<file path="src/rtl/core/sjcc_pkg.sv">
`default_nettype none
package sjcc_pkg;

   // widths of the fields
   localparam int ANGLE_W = 8;
   localparam int STEP_W  = 3;
   localparam int DUTY_W  = 9;
   localparam int JOINT_W = 2;
   localparam int BYTE_W  = 8;
   localparam int CSR_IDX_W  = 2;
   localparam int CSR_DATA_W = 8;
   localparam int NUM_JOINTS = 4;

   // register indexes
   localparam logic [CSR_IDX_W-1:0] CSR_MAX_ANGLE = 2'd0;
   localparam logic [CSR_IDX_W-1:0] CSR_MIN_ANGLE = 2'd1;
   localparam logic [CSR_IDX_W-1:0] CSR_STEP_SIZE = 2'd2;

   // register reset values
   localparam logic [ANGLE_W-1:0] MAX_ANGLE_RST = 8'd179;
   localparam logic [ANGLE_W-1:0] MIN_ANGLE_RST = 8'd1;
   localparam logic [STEP_W-1:0]  STEP_SIZE_RST = 3'd2;

   // joint angles after reset
   localparam logic [ANGLE_W-1:0] ANGLE0_RST = 8'd100;
   localparam logic [ANGLE_W-1:0] ANGLE1_RST = 8'd85;
   localparam logic [ANGLE_W-1:0] ANGLE2_RST = 8'd83;
   localparam logic [ANGLE_W-1:0] ANGLE3_RST = 8'd115;

   // request kinds
   localparam logic REQ_TICK = 1'b0;
   localparam logic REQ_BYTE = 1'b1;

   // command letters
   localparam logic [BYTE_W-1:0] CMD_F = 8'h46;
   localparam logic [BYTE_W-1:0] CMD_B = 8'h42;
   localparam logic [BYTE_W-1:0] CMD_L = 8'h4C;
   localparam logic [BYTE_W-1:0] CMD_R = 8'h52;
   localparam logic [BYTE_W-1:0] CMD_C = 8'h43;
   localparam logic [BYTE_W-1:0] CMD_O = 8'h4F;
   localparam logic [BYTE_W-1:0] CMD_U = 8'h55;
   localparam logic [BYTE_W-1:0] CMD_D = 8'h44;
   localparam logic [BYTE_W-1:0] CMD_S = 8'h53;

   // joint codes
   localparam logic [JOINT_W-1:0] JOINT_REACH   = 2'd0;
   localparam logic [JOINT_W-1:0] JOINT_SWIVEL  = 2'd1;
   localparam logic [JOINT_W-1:0] JOINT_GRIPPER = 2'd2;
   localparam logic [JOINT_W-1:0] JOINT_LIFT    = 2'd3;

   localparam logic [DUTY_W-1:0] DUTY_OFFSET = 9'd60;
   // 683 / 2048 approximates 1/3, exact for dividends up to 1020
   localparam logic [9:0] RECIP_3 = 10'd683;

   typedef struct packed {
      logic [ANGLE_W-1:0] max_angle;
      logic [ANGLE_W-1:0] min_angle;
      logic [STEP_W-1:0]  step_size;
   } cfg_type;

   typedef struct packed {
      logic               valid;
      logic [JOINT_W-1:0] joint;
      logic [DUTY_W-1:0]  duty;
      logic [ANGLE_W-1:0] joint_angle;
   } result_type;

   // duty = floor(angle * 4 / 3) + 60
   function automatic logic [DUTY_W-1:0] duty_of(input logic [ANGLE_W-1:0] angle);
      logic [9:0]  times4;
      logic [19:0] prod;
      begin
         times4  = {angle, 2'b00};
         prod    = {10'd0, times4} * {10'd0, RECIP_3};
         duty_of = prod[19:11] + DUTY_OFFSET;
      end
   endfunction

endpackage
`default_nettype wire

</file>
<file path="src/rtl/core/sjcc_req_if.sv">
`default_nettype none
interface sjcc_req_if;
   logic                         valid;
   logic                         ready;
   logic                         req_type;
   logic [sjcc_pkg::BYTE_W-1:0]  rx_byte;

   modport source (output valid, output req_type, output rx_byte, input ready);
   modport sink   (input valid, input req_type, input rx_byte, output ready);
endinterface
`default_nettype wire

</file>
<file path="src/rtl/core/sjcc_rsp_if.sv">
`default_nettype none
interface sjcc_rsp_if;
   logic                          valid;
   logic                          ready;
   logic [sjcc_pkg::JOINT_W-1:0]  joint;
   logic [sjcc_pkg::DUTY_W-1:0]   duty;
   logic [sjcc_pkg::ANGLE_W-1:0]  joint_angle;

   modport source (output valid, output joint, output duty, output joint_angle,
                   input ready);
   modport sink   (input valid, input joint, input duty, input joint_angle,
                   output ready);
endinterface
`default_nettype wire

</file>
<file path="src/rtl/core/servo_jog_command_controller.sv">
`default_nettype none
// Servo jog controller for four joints. Each req_ch beat is either a 20 ms
// tick (req_type 0) or a received byte (req_type 1). F/B, L/R, C/O and U/D
// start a jog of joints 0..3 up/down, step the angle at once by step_size and
// give one rsp_ch beat with the joint, its new angle and duty
// floor(angle*4/3)+60; each later tick steps again while the angle is below
// max_angle (up) or above min_angle (down), and 'S' ends the jog. Other bytes
// during a jog, ticks while idle and commands already at the limit give no
// beat. Timing: one beat per clock is accepted while req_ch.ready is high;
// a beat passes one input register, the jog logic and one result register
// before rsp_ch.valid rises. req_ch.ready falls only while both registers
// hold a beat and rsp_ch.ready is low. Registers are written through
// csr_we, csr_index (0 max_angle, 1 min_angle, 2 step_size) and csr_wdata;
// the user must write them only while no beat is in flight, as the block
// does not enforce it; indexes beyond 2 are ignored.
module servo_jog_command_controller (
   input  wire logic                             clock,
   input  wire logic                             reset,
   sjcc_req_if.sink                              req_ch,
   sjcc_rsp_if.source                            rsp_ch,
   input  wire logic                             csr_we,
   input  wire logic [sjcc_pkg::CSR_IDX_W-1:0]   csr_index,
   input  wire logic [sjcc_pkg::CSR_DATA_W-1:0]  csr_wdata
);

   sjcc_pkg::cfg_type    cfg_ff;
   sjcc_pkg::result_type result;

   logic                         s1_valid_ff, s1_valid_in;
   logic                         s1_type_ff;
   logic [sjcc_pkg::BYTE_W-1:0]  s1_byte_ff;
   logic                         rsp_valid_ff, rsp_valid_in;
   logic [sjcc_pkg::JOINT_W-1:0] rsp_joint_ff;
   logic [sjcc_pkg::DUTY_W-1:0]  rsp_duty_ff;
   logic [sjcc_pkg::ANGLE_W-1:0] rsp_angle_ff;
   logic                         out_free;
   logic                         advance;
   logic                         accept;

   // configuration registers
   always_ff @(posedge clock) begin
      if (reset) begin
         cfg_ff.max_angle <= sjcc_pkg::MAX_ANGLE_RST;
         cfg_ff.min_angle <= sjcc_pkg::MIN_ANGLE_RST;
         cfg_ff.step_size <= sjcc_pkg::STEP_SIZE_RST;
      end else if (csr_we) begin
         case (csr_index)
            sjcc_pkg::CSR_MAX_ANGLE: cfg_ff.max_angle <= csr_wdata;
            sjcc_pkg::CSR_MIN_ANGLE: cfg_ff.min_angle <= csr_wdata;
            sjcc_pkg::CSR_STEP_SIZE: cfg_ff.step_size <= csr_wdata[sjcc_pkg::STEP_W-1:0];
            default: ;
         endcase
      end
   end

   // handshake between input register and result register
   assign out_free     = !rsp_valid_ff || rsp_ch.ready;
   assign advance      = s1_valid_ff && out_free;
   assign req_ch.ready = !s1_valid_ff || out_free;
   assign accept       = req_ch.valid && req_ch.ready;
   assign s1_valid_in  = accept ? 1'b1 : (advance ? 1'b0 : s1_valid_ff);

   // input register
   always_ff @(posedge clock) begin
      if (reset) begin
         s1_valid_ff <= 1'b0;
      end else begin
         s1_valid_ff <= s1_valid_in;
      end
   end

   always_ff @(posedge clock) begin
      if (accept) begin
         s1_type_ff <= req_ch.req_type;
         s1_byte_ff <= req_ch.rx_byte;
      end
   end

   // jog state and step logic
   sjcc_jog u_jog (
      .clock    (clock),
      .reset    (reset),
      .fire     (advance),
      .req_type (s1_type_ff),
      .rx_byte  (s1_byte_ff),
      .cfg      (cfg_ff),
      .result   (result)
   );

   // result register
   assign rsp_valid_in = out_free ? result.valid : rsp_valid_ff;

   always_ff @(posedge clock) begin
      if (reset) begin
         rsp_valid_ff <= 1'b0;
      end else begin
         rsp_valid_ff <= rsp_valid_in;
      end
   end

   always_ff @(posedge clock) begin
      if (out_free && result.valid) begin
         rsp_joint_ff <= result.joint;
         rsp_duty_ff  <= result.duty;
         rsp_angle_ff <= result.joint_angle;
      end
   end

   assign rsp_ch.valid       = rsp_valid_ff;
   assign rsp_ch.joint       = rsp_joint_ff;
   assign rsp_ch.duty        = rsp_duty_ff;
   assign rsp_ch.joint_angle = rsp_angle_ff;

endmodule
`default_nettype wire

</file>
<file path="src/rtl/core/sjcc_jog.sv">
`default_nettype none
module sjcc_jog (
   input  wire logic                         clock,
   input  wire logic                         reset,
   input  wire logic                         fire,
   input  wire logic                         req_type,
   input  wire logic [sjcc_pkg::BYTE_W-1:0]  rx_byte,
   input  wire sjcc_pkg::cfg_type            cfg,
   output sjcc_pkg::result_type              result
);

   logic [sjcc_pkg::ANGLE_W-1:0] angles_ff [sjcc_pkg::NUM_JOINTS];
   logic                         moving_ff, moving_in;
   logic [sjcc_pkg::JOINT_W-1:0] active_ff, active_in;
   logic                         up_ff, up_in;

   logic                         cmd_ok;
   logic [sjcc_pkg::JOINT_W-1:0] cmd_joint;
   logic                         cmd_up;
   logic [sjcc_pkg::JOINT_W-1:0] sel_joint;
   logic                         sel_up;
   logic [sjcc_pkg::ANGLE_W-1:0] cur_angle;
   logic [sjcc_pkg::ANGLE_W-1:0] new_angle;
   logic [sjcc_pkg::ANGLE_W:0]   up_sum;
   logic [sjcc_pkg::ANGLE_W-1:0] step_ext;
   logic                         may_now;
   logic                         may_after;
   logic                         step_en;

   // command letter decode
   always_comb begin
      cmd_ok    = 1'b1;
      cmd_joint = sjcc_pkg::JOINT_REACH;
      cmd_up    = 1'b1;
      case (rx_byte)
         sjcc_pkg::CMD_F: begin cmd_joint = sjcc_pkg::JOINT_REACH;   cmd_up = 1'b1; end
         sjcc_pkg::CMD_B: begin cmd_joint = sjcc_pkg::JOINT_REACH;   cmd_up = 1'b0; end
         sjcc_pkg::CMD_L: begin cmd_joint = sjcc_pkg::JOINT_SWIVEL;  cmd_up = 1'b1; end
         sjcc_pkg::CMD_R: begin cmd_joint = sjcc_pkg::JOINT_SWIVEL;  cmd_up = 1'b0; end
         sjcc_pkg::CMD_C: begin cmd_joint = sjcc_pkg::JOINT_GRIPPER; cmd_up = 1'b1; end
         sjcc_pkg::CMD_O: begin cmd_joint = sjcc_pkg::JOINT_GRIPPER; cmd_up = 1'b0; end
         sjcc_pkg::CMD_U: begin cmd_joint = sjcc_pkg::JOINT_LIFT;    cmd_up = 1'b1; end
         sjcc_pkg::CMD_D: begin cmd_joint = sjcc_pkg::JOINT_LIFT;    cmd_up = 1'b0; end
         default:         cmd_ok = 1'b0;
      endcase
   end

   // a byte picks a new jog, a tick continues the active one
   assign sel_joint = (req_type == sjcc_pkg::REQ_BYTE) ? cmd_joint : active_ff;
   assign sel_up    = (req_type == sjcc_pkg::REQ_BYTE) ? cmd_up : up_ff;
   assign cur_angle = angles_ff[sel_joint];
   assign step_ext  = {{(sjcc_pkg::ANGLE_W-sjcc_pkg::STEP_W){1'b0}}, cfg.step_size};

   // saturating step in either direction
   always_comb begin
      up_sum = {1'b0, cur_angle} + {1'b0, step_ext};
      if (sel_up) begin
         new_angle = up_sum[sjcc_pkg::ANGLE_W] ? {sjcc_pkg::ANGLE_W{1'b1}}
                                               : up_sum[sjcc_pkg::ANGLE_W-1:0];
      end else begin
         new_angle = (step_ext > cur_angle) ? '0 : cur_angle - step_ext;
      end
   end

   // jog condition before and after the step
   assign may_now   = sel_up ? (cur_angle < cfg.max_angle) : (cur_angle > cfg.min_angle);
   assign may_after = sel_up ? (new_angle < cfg.max_angle) : (new_angle > cfg.min_angle);

   // next jog state
   always_comb begin
      step_en   = 1'b0;
      moving_in = moving_ff;
      active_in = active_ff;
      up_in     = up_ff;
      if (fire) begin
         if (req_type == sjcc_pkg::REQ_TICK) begin
            if (moving_ff) begin
               step_en   = may_now;
               moving_in = may_now && may_after;
            end
         end else if (moving_ff) begin
            if (rx_byte == sjcc_pkg::CMD_S) begin
               moving_in = 1'b0;
            end
         end else if (cmd_ok && may_now) begin
            step_en   = 1'b1;
            active_in = cmd_joint;
            up_in     = cmd_up;
            moving_in = may_after;
         end
      end
   end

   // jog state registers
   always_ff @(posedge clock) begin
      if (reset) begin
         moving_ff <= 1'b0;
         active_ff <= sjcc_pkg::JOINT_REACH;
         up_ff     <= 1'b0;
      end else begin
         moving_ff <= moving_in;
         active_ff <= active_in;
         up_ff     <= up_in;
      end
   end

   // joint angles
   always_ff @(posedge clock) begin
      if (reset) begin
         angles_ff[0] <= sjcc_pkg::ANGLE0_RST;
         angles_ff[1] <= sjcc_pkg::ANGLE1_RST;
         angles_ff[2] <= sjcc_pkg::ANGLE2_RST;
         angles_ff[3] <= sjcc_pkg::ANGLE3_RST;
      end else if (step_en) begin
         angles_ff[sel_joint] <= new_angle;
      end
   end

   // result of this item
   assign result.valid       = step_en;
   assign result.joint       = sel_joint;
   assign result.duty        = sjcc_pkg::duty_of(new_angle);
   assign result.joint_angle = new_angle;

endmodule
`default_nettype wire

</file>
<file path="src/flat_wrapper.sv">
// flat-port wrapper written by rule: the top's interface ports become plain ports
module servo_jog_command_controller_flat 
  (clock, reset, csr_we, csr_index, csr_wdata, req_ch_valid, req_ch_req_type, req_ch_rx_byte, req_ch_ready, rsp_ch_valid, rsp_ch_joint, rsp_ch_duty, rsp_ch_joint_angle, rsp_ch_ready);
  sjcc_req_if req_ch_i ();
  sjcc_rsp_if rsp_ch_i ();
  input  wire logic clock;
  input  wire logic reset;
  input  wire logic csr_we;
  input  wire logic [sjcc_pkg::CSR_IDX_W-1:0] csr_index;
  input  wire logic [sjcc_pkg::CSR_DATA_W-1:0] csr_wdata;
  input wire logic [$bits(req_ch_i.valid)-1:0] req_ch_valid;
  input wire logic [$bits(req_ch_i.req_type)-1:0] req_ch_req_type;
  input wire logic [$bits(req_ch_i.rx_byte)-1:0] req_ch_rx_byte;
  output wire logic [$bits(req_ch_i.ready)-1:0] req_ch_ready;
  output wire logic [$bits(rsp_ch_i.valid)-1:0] rsp_ch_valid;
  output wire logic [$bits(rsp_ch_i.joint)-1:0] rsp_ch_joint;
  output wire logic [$bits(rsp_ch_i.duty)-1:0] rsp_ch_duty;
  output wire logic [$bits(rsp_ch_i.joint_angle)-1:0] rsp_ch_joint_angle;
  input wire logic [$bits(rsp_ch_i.ready)-1:0] rsp_ch_ready;
  assign req_ch_i.valid = req_ch_valid;
  assign req_ch_i.req_type = req_ch_req_type;
  assign req_ch_i.rx_byte = req_ch_rx_byte;
  assign req_ch_ready = req_ch_i.ready;
  assign rsp_ch_valid = rsp_ch_i.valid;
  assign rsp_ch_joint = rsp_ch_i.joint;
  assign rsp_ch_duty = rsp_ch_i.duty;
  assign rsp_ch_joint_angle = rsp_ch_i.joint_angle;
  assign rsp_ch_i.ready = rsp_ch_ready;
  servo_jog_command_controller u_core (.clock(clock), .reset(reset), .req_ch(req_ch_i), .rsp_ch(rsp_ch_i), .csr_we(csr_we), .csr_index(csr_index), .csr_wdata(csr_wdata));
endmodule
</file>
<file path="config.mk">
export PLATFORM = sky130hd
export DESIGN_NAME = servo_jog_command_controller_flat
export DESIGN_NICKNAME = d
export VERILOG_FILES = /design/src/rtl/core/sjcc_pkg.sv /design/src/rtl/core/sjcc_req_if.sv /design/src/rtl/core/sjcc_rsp_if.sv /design/src/rtl/core/servo_jog_command_controller.sv /design/src/rtl/core/sjcc_jog.sv /design/src/flat_wrapper.sv
export SDC_FILE = /design/constraint.sdc
export NUM_CORES = 1
export LEC_CHECK = 0
export ABC_AREA = 1
export BUFFER_PORTS_ARGS = -buffer_cell sky130_fd_sc_hd__clkbuf_2
export CORE_ASPECT_RATIO = 1.75
export CORE_UTILIZATION = 45
export CTS_CLUSTER_DIAMETER = 120
export DETAILED_ROUTE_END_ITERATION = 12
export GPL_TIMING_DRIVEN = 0
export PLACE_DENSITY = 0.62
export SETUP_SLACK_MARGIN = 0.1
export SLEW_MARGIN = 25
export SYNTH_ARGS = -nofsm -noshare
export SYNTH_HDL_FRONTEND = slang
export SYNTH_SLANG_ARGS = --single-unit
</file>
<file path="constraint.sdc">
create_clock -name clock -period 7 [get_ports clock]
set_clock_uncertainty 0.2 [all_clocks]
set_input_delay 0 -clock clock [delete_from_list [all_inputs] [get_ports clock]]
set_output_delay 0 -clock clock [all_outputs]
set_load 0.1 [all_outputs]
</file>
==> summary.txt <==
Timing
  • Minimum clock period: 7.20 ns
  • RSZ-0062 raised after global routing: yes
  • Worst-margin pin slew: 0.943 ns
  • Setup violators final: 5
  • TNS Setup: -0.813 ns
  • Slew headroom: 37.0%
  • Final slew viol count: 0
  • Worst Slack Setup Final: -0.198 ns
  • Final period util: 103%
  • F_max: 0.139 GHz
  • Final Hold Viols: 9
  • Hold slack: -0.00851 ns

Layout
  • Diodes inserted: 0
  • Most frequent cells in the layout: nand2_1 (122), inv_1 (107), ha_1 (66)
  • Leading cell type in the layout, fill and taps excluded: nand2_1
  • Share of cells above drive strength 1: 34.0%
  • Fin nets: 1031
  • Final instance area: 0.00864 sq mm
  • Cell Count, Final, Fillers Out: 1096
  • Layout area overhead: 32.1%
  • Fill count: 1190

Synthesis
  • EDFF count, synth: 60
  • Ys flop type: edfxtp_1
  • Synth Area in Compound Gates: 10.7%
  • FFs w/ async S/R, synth: 0%
  • Adder-cell area share of the yosys netlist: 20.3%
  • Synth Area in XOR/XNOR: 1.74%
  • Largest family of logic cells by synthesized area: simple AND/OR/NAND/NOR gates
  • Yosys warning count: 0
  • Mux share of post-synthesis cell area: 0%
  • Count of cell types in the netlist: 45
  • Syn Area/Cell: 8.53 sq um
  • Post-Syn Instances: 767
  • Syn Nets: 887
  • Post-synthesis simple-gate area fraction: 23.0%
  • Yosys reg bits: 85
  • Register area share after synthesis: 35.2%
  • Synthesized area: 0.00654 sq mm

Die
  • I/O pins: 45
  • Die H: 162 um
  • FP Rows: 58
  • Die area: 0.0150 sq mm
  • Initial Util: 45.8%
  • Die W: 93.2 um
  • CORE AREA: 0.0143 sq mm

Worst setup path
  • Crit. End Element: flop
  • Crit path arrival time: 7.10 ns
  • Kind of critical path: reg2reg
  • Worst path max stage delay: 0.54 ns
  • Worst setup SP type: flop
  • Slowest cell on crit path: fa_1
  • Critical Path RT: 6.91 ns
  • CP most frequent cell: inv_2
  • Crit-path leading delay family: adder cells
  • CP Max Fanout: 4
  • CP bufs+invs: 12

Clocking
  • CTS HTree Levels: 3
  • Clock latency on the worst-skew pair: 0.35 ns
  • Root Buffer: clkbuf_16
  • CTS sink cnt: 85
  • Clock buffer count from CTS: 9
  • TritonCTS clock tree: done
  • Clock transition at path regs: 0.07 ns
  • Maximum buffer depth of the clock tree: 2

Pwr
  • Pleak: 0.00396 uW
  • Maximum VDD drop: 0.00100 V
  • PD cells: 551 mW/mm^2
  • Total power: 4760 uW

Place
  • Gpl congestion: 0.906
  • Detail Placement HPWL: 13000 um
  • Post-DP Area: 0.00701 sq mm
  • Port Buf Inserts: 44
  • Placed cells: 991

Global routing
  • Number of global-route vias before repair: 6134
  • Total GRT Usage: 25.1%
  • Initial antenna violation count: 0
  • First-pass GRT wire length: 28800 um
  • Largest net degree at the start of global routing: 20
  • Global route overflow: 0

Routing
  • First DRT Iteration DRCs: 318
  • Vias per cell: 5.33
  • Post-route DRC violation count: 0
  • WL/cell: 16.8 um
  • Total wire length: 18400 um
  • Drt pass-1 iters: 5
  • Routed vias: 5842
  • Post-DRT Antenna Nets: 0

Status
  • Failing checks: hold timing, setup timing
  • Status: finished, violations left

Worst hold path
  • Worst min-delay path class: in2reg

Job
  • Max Cap Violations: 0
[layout make-up]
cell class                 count  area (sq um)  share of cell area (%)
multi-input combinational    531          4200                    48.6
inverter                     143           553                    6.40
clock inverter                 7          87.6                    1.01
timing repair buffer         133           983                    11.4
clock buffer                   9           225                    2.61
buffer                         8          68.8                   0.796
sequential                    85          2300                    26.6
tap                          180           225                    2.61
[power by group]
group | total (uW) | switching, uW | leakage, uW | internal [uW]
clock | 513 | 228 | 0.000148 | 286
combinational | 3590 | 2070 | 0.00308 | 1520
sequential | 662 | 8.69 | 0.000738 | 654
[stage by stage]
stage                     worst slack (ns)  utilization [%]
final                               -0.198             60.5
after global routing                -0.534             60.5
after CTS                          -0.0572             57.8
after detailed placement             -1.26             49.0
after global placement               -1.20             49.0
after floorplan                      0.111                -
[registers in the layout, summed over array words and instances (netlist names)]
register and count:
u_core.u_jog.up_ff 1, u_core.rsp_ch.valid 1, u_core.cfg_ff 19, u_core.rsp_ch.joint 2, u_core.s1_valid_ff 1, u_core.u_jog.angles_ff 32, u_core.u_jog.moving_ff 1, u_core.rsp_ch.duty 9
u_core.rsp_ch.joint_angle 8, u_core.s1_byte_ff 8, u_core.s1_type_ff 1, u_core.u_jog.active_ff 2
[per-layer routing]
metal	part of all wire (%)	track usage, %	vias to the layer above
met5	0	0	-
met4	5.7	16.4	0
met3	3.1	3.15	65
met2	57	49.0	156
met1	35	23.7	2789
li1	-	-	2832
[timing repair]
action,in CTS,in global routing
endpoints found under the setup margin,9,9
pin swaps,56,54
gates resized for setup,108,52
hold endpoints to repair,35,0
setup buffers,43,22
hold buffers,25,0
[tightest hold or removal path, cell delays in order]
cell and delay, ns:
clkbuf_2 0.08, nand2_1 0.07, inv_1 0.17
[path summary, 6_finish.rpt]
path                                                start                        end  slack [ns]  depth (start not counted)
worst min register to register  u_core.u_jog.active_ff[1]  u_core.u_jog.active_ff[1]        0.27                          2
worst max register to register       u_core.s1_byte_ff[1]      u_core.rsp_ch.duty[6]       -0.20                         47
worst max-delay path                 u_core.s1_byte_ff[1]      u_core.rsp_ch.duty[6]       -0.20                         47
worst min-delay path                         req_ch_valid       u_core.s1_byte_ff[7]      -0.009                          3
[Yosys cell counts (3+ instances only)]
cell      instances  area [sq um]
edfxtp_1         60          1800
o221ai_1          3          26.3
fa_1             17           340
o21a_1            5          37.5
nand3_1          35           175
o21bai_1          6          45.0
nor2_4            6          67.6
a21oi_1          46           230
a31oi_1           3          18.8
nand3_2          13           130
xnor2_1           4          35.0
o211ai_1          7          52.6
nand4_1           8          50.1
inv_2             7          26.3
clkbuf_1          4          15.0
xor2_1            9          78.8
nand2_1         152           571
dfxtp_1          25           500
o21ai_0          34           170
nor2_1           46           173
nor3_1            8          40.0
ha_1             79           988
nand2_4          10           113
inv_1           136           510
nand2_2          18           113
[logic make-up after synthesis]
family	count (synthesis)
DFF	85
xor gates and xnor gates	13
adders and majority gates	96
and+or+nand+nor	305
AOI/OAI and AO/OA	117
buffers and inverters	151
(Power assumes the default switching activity.)
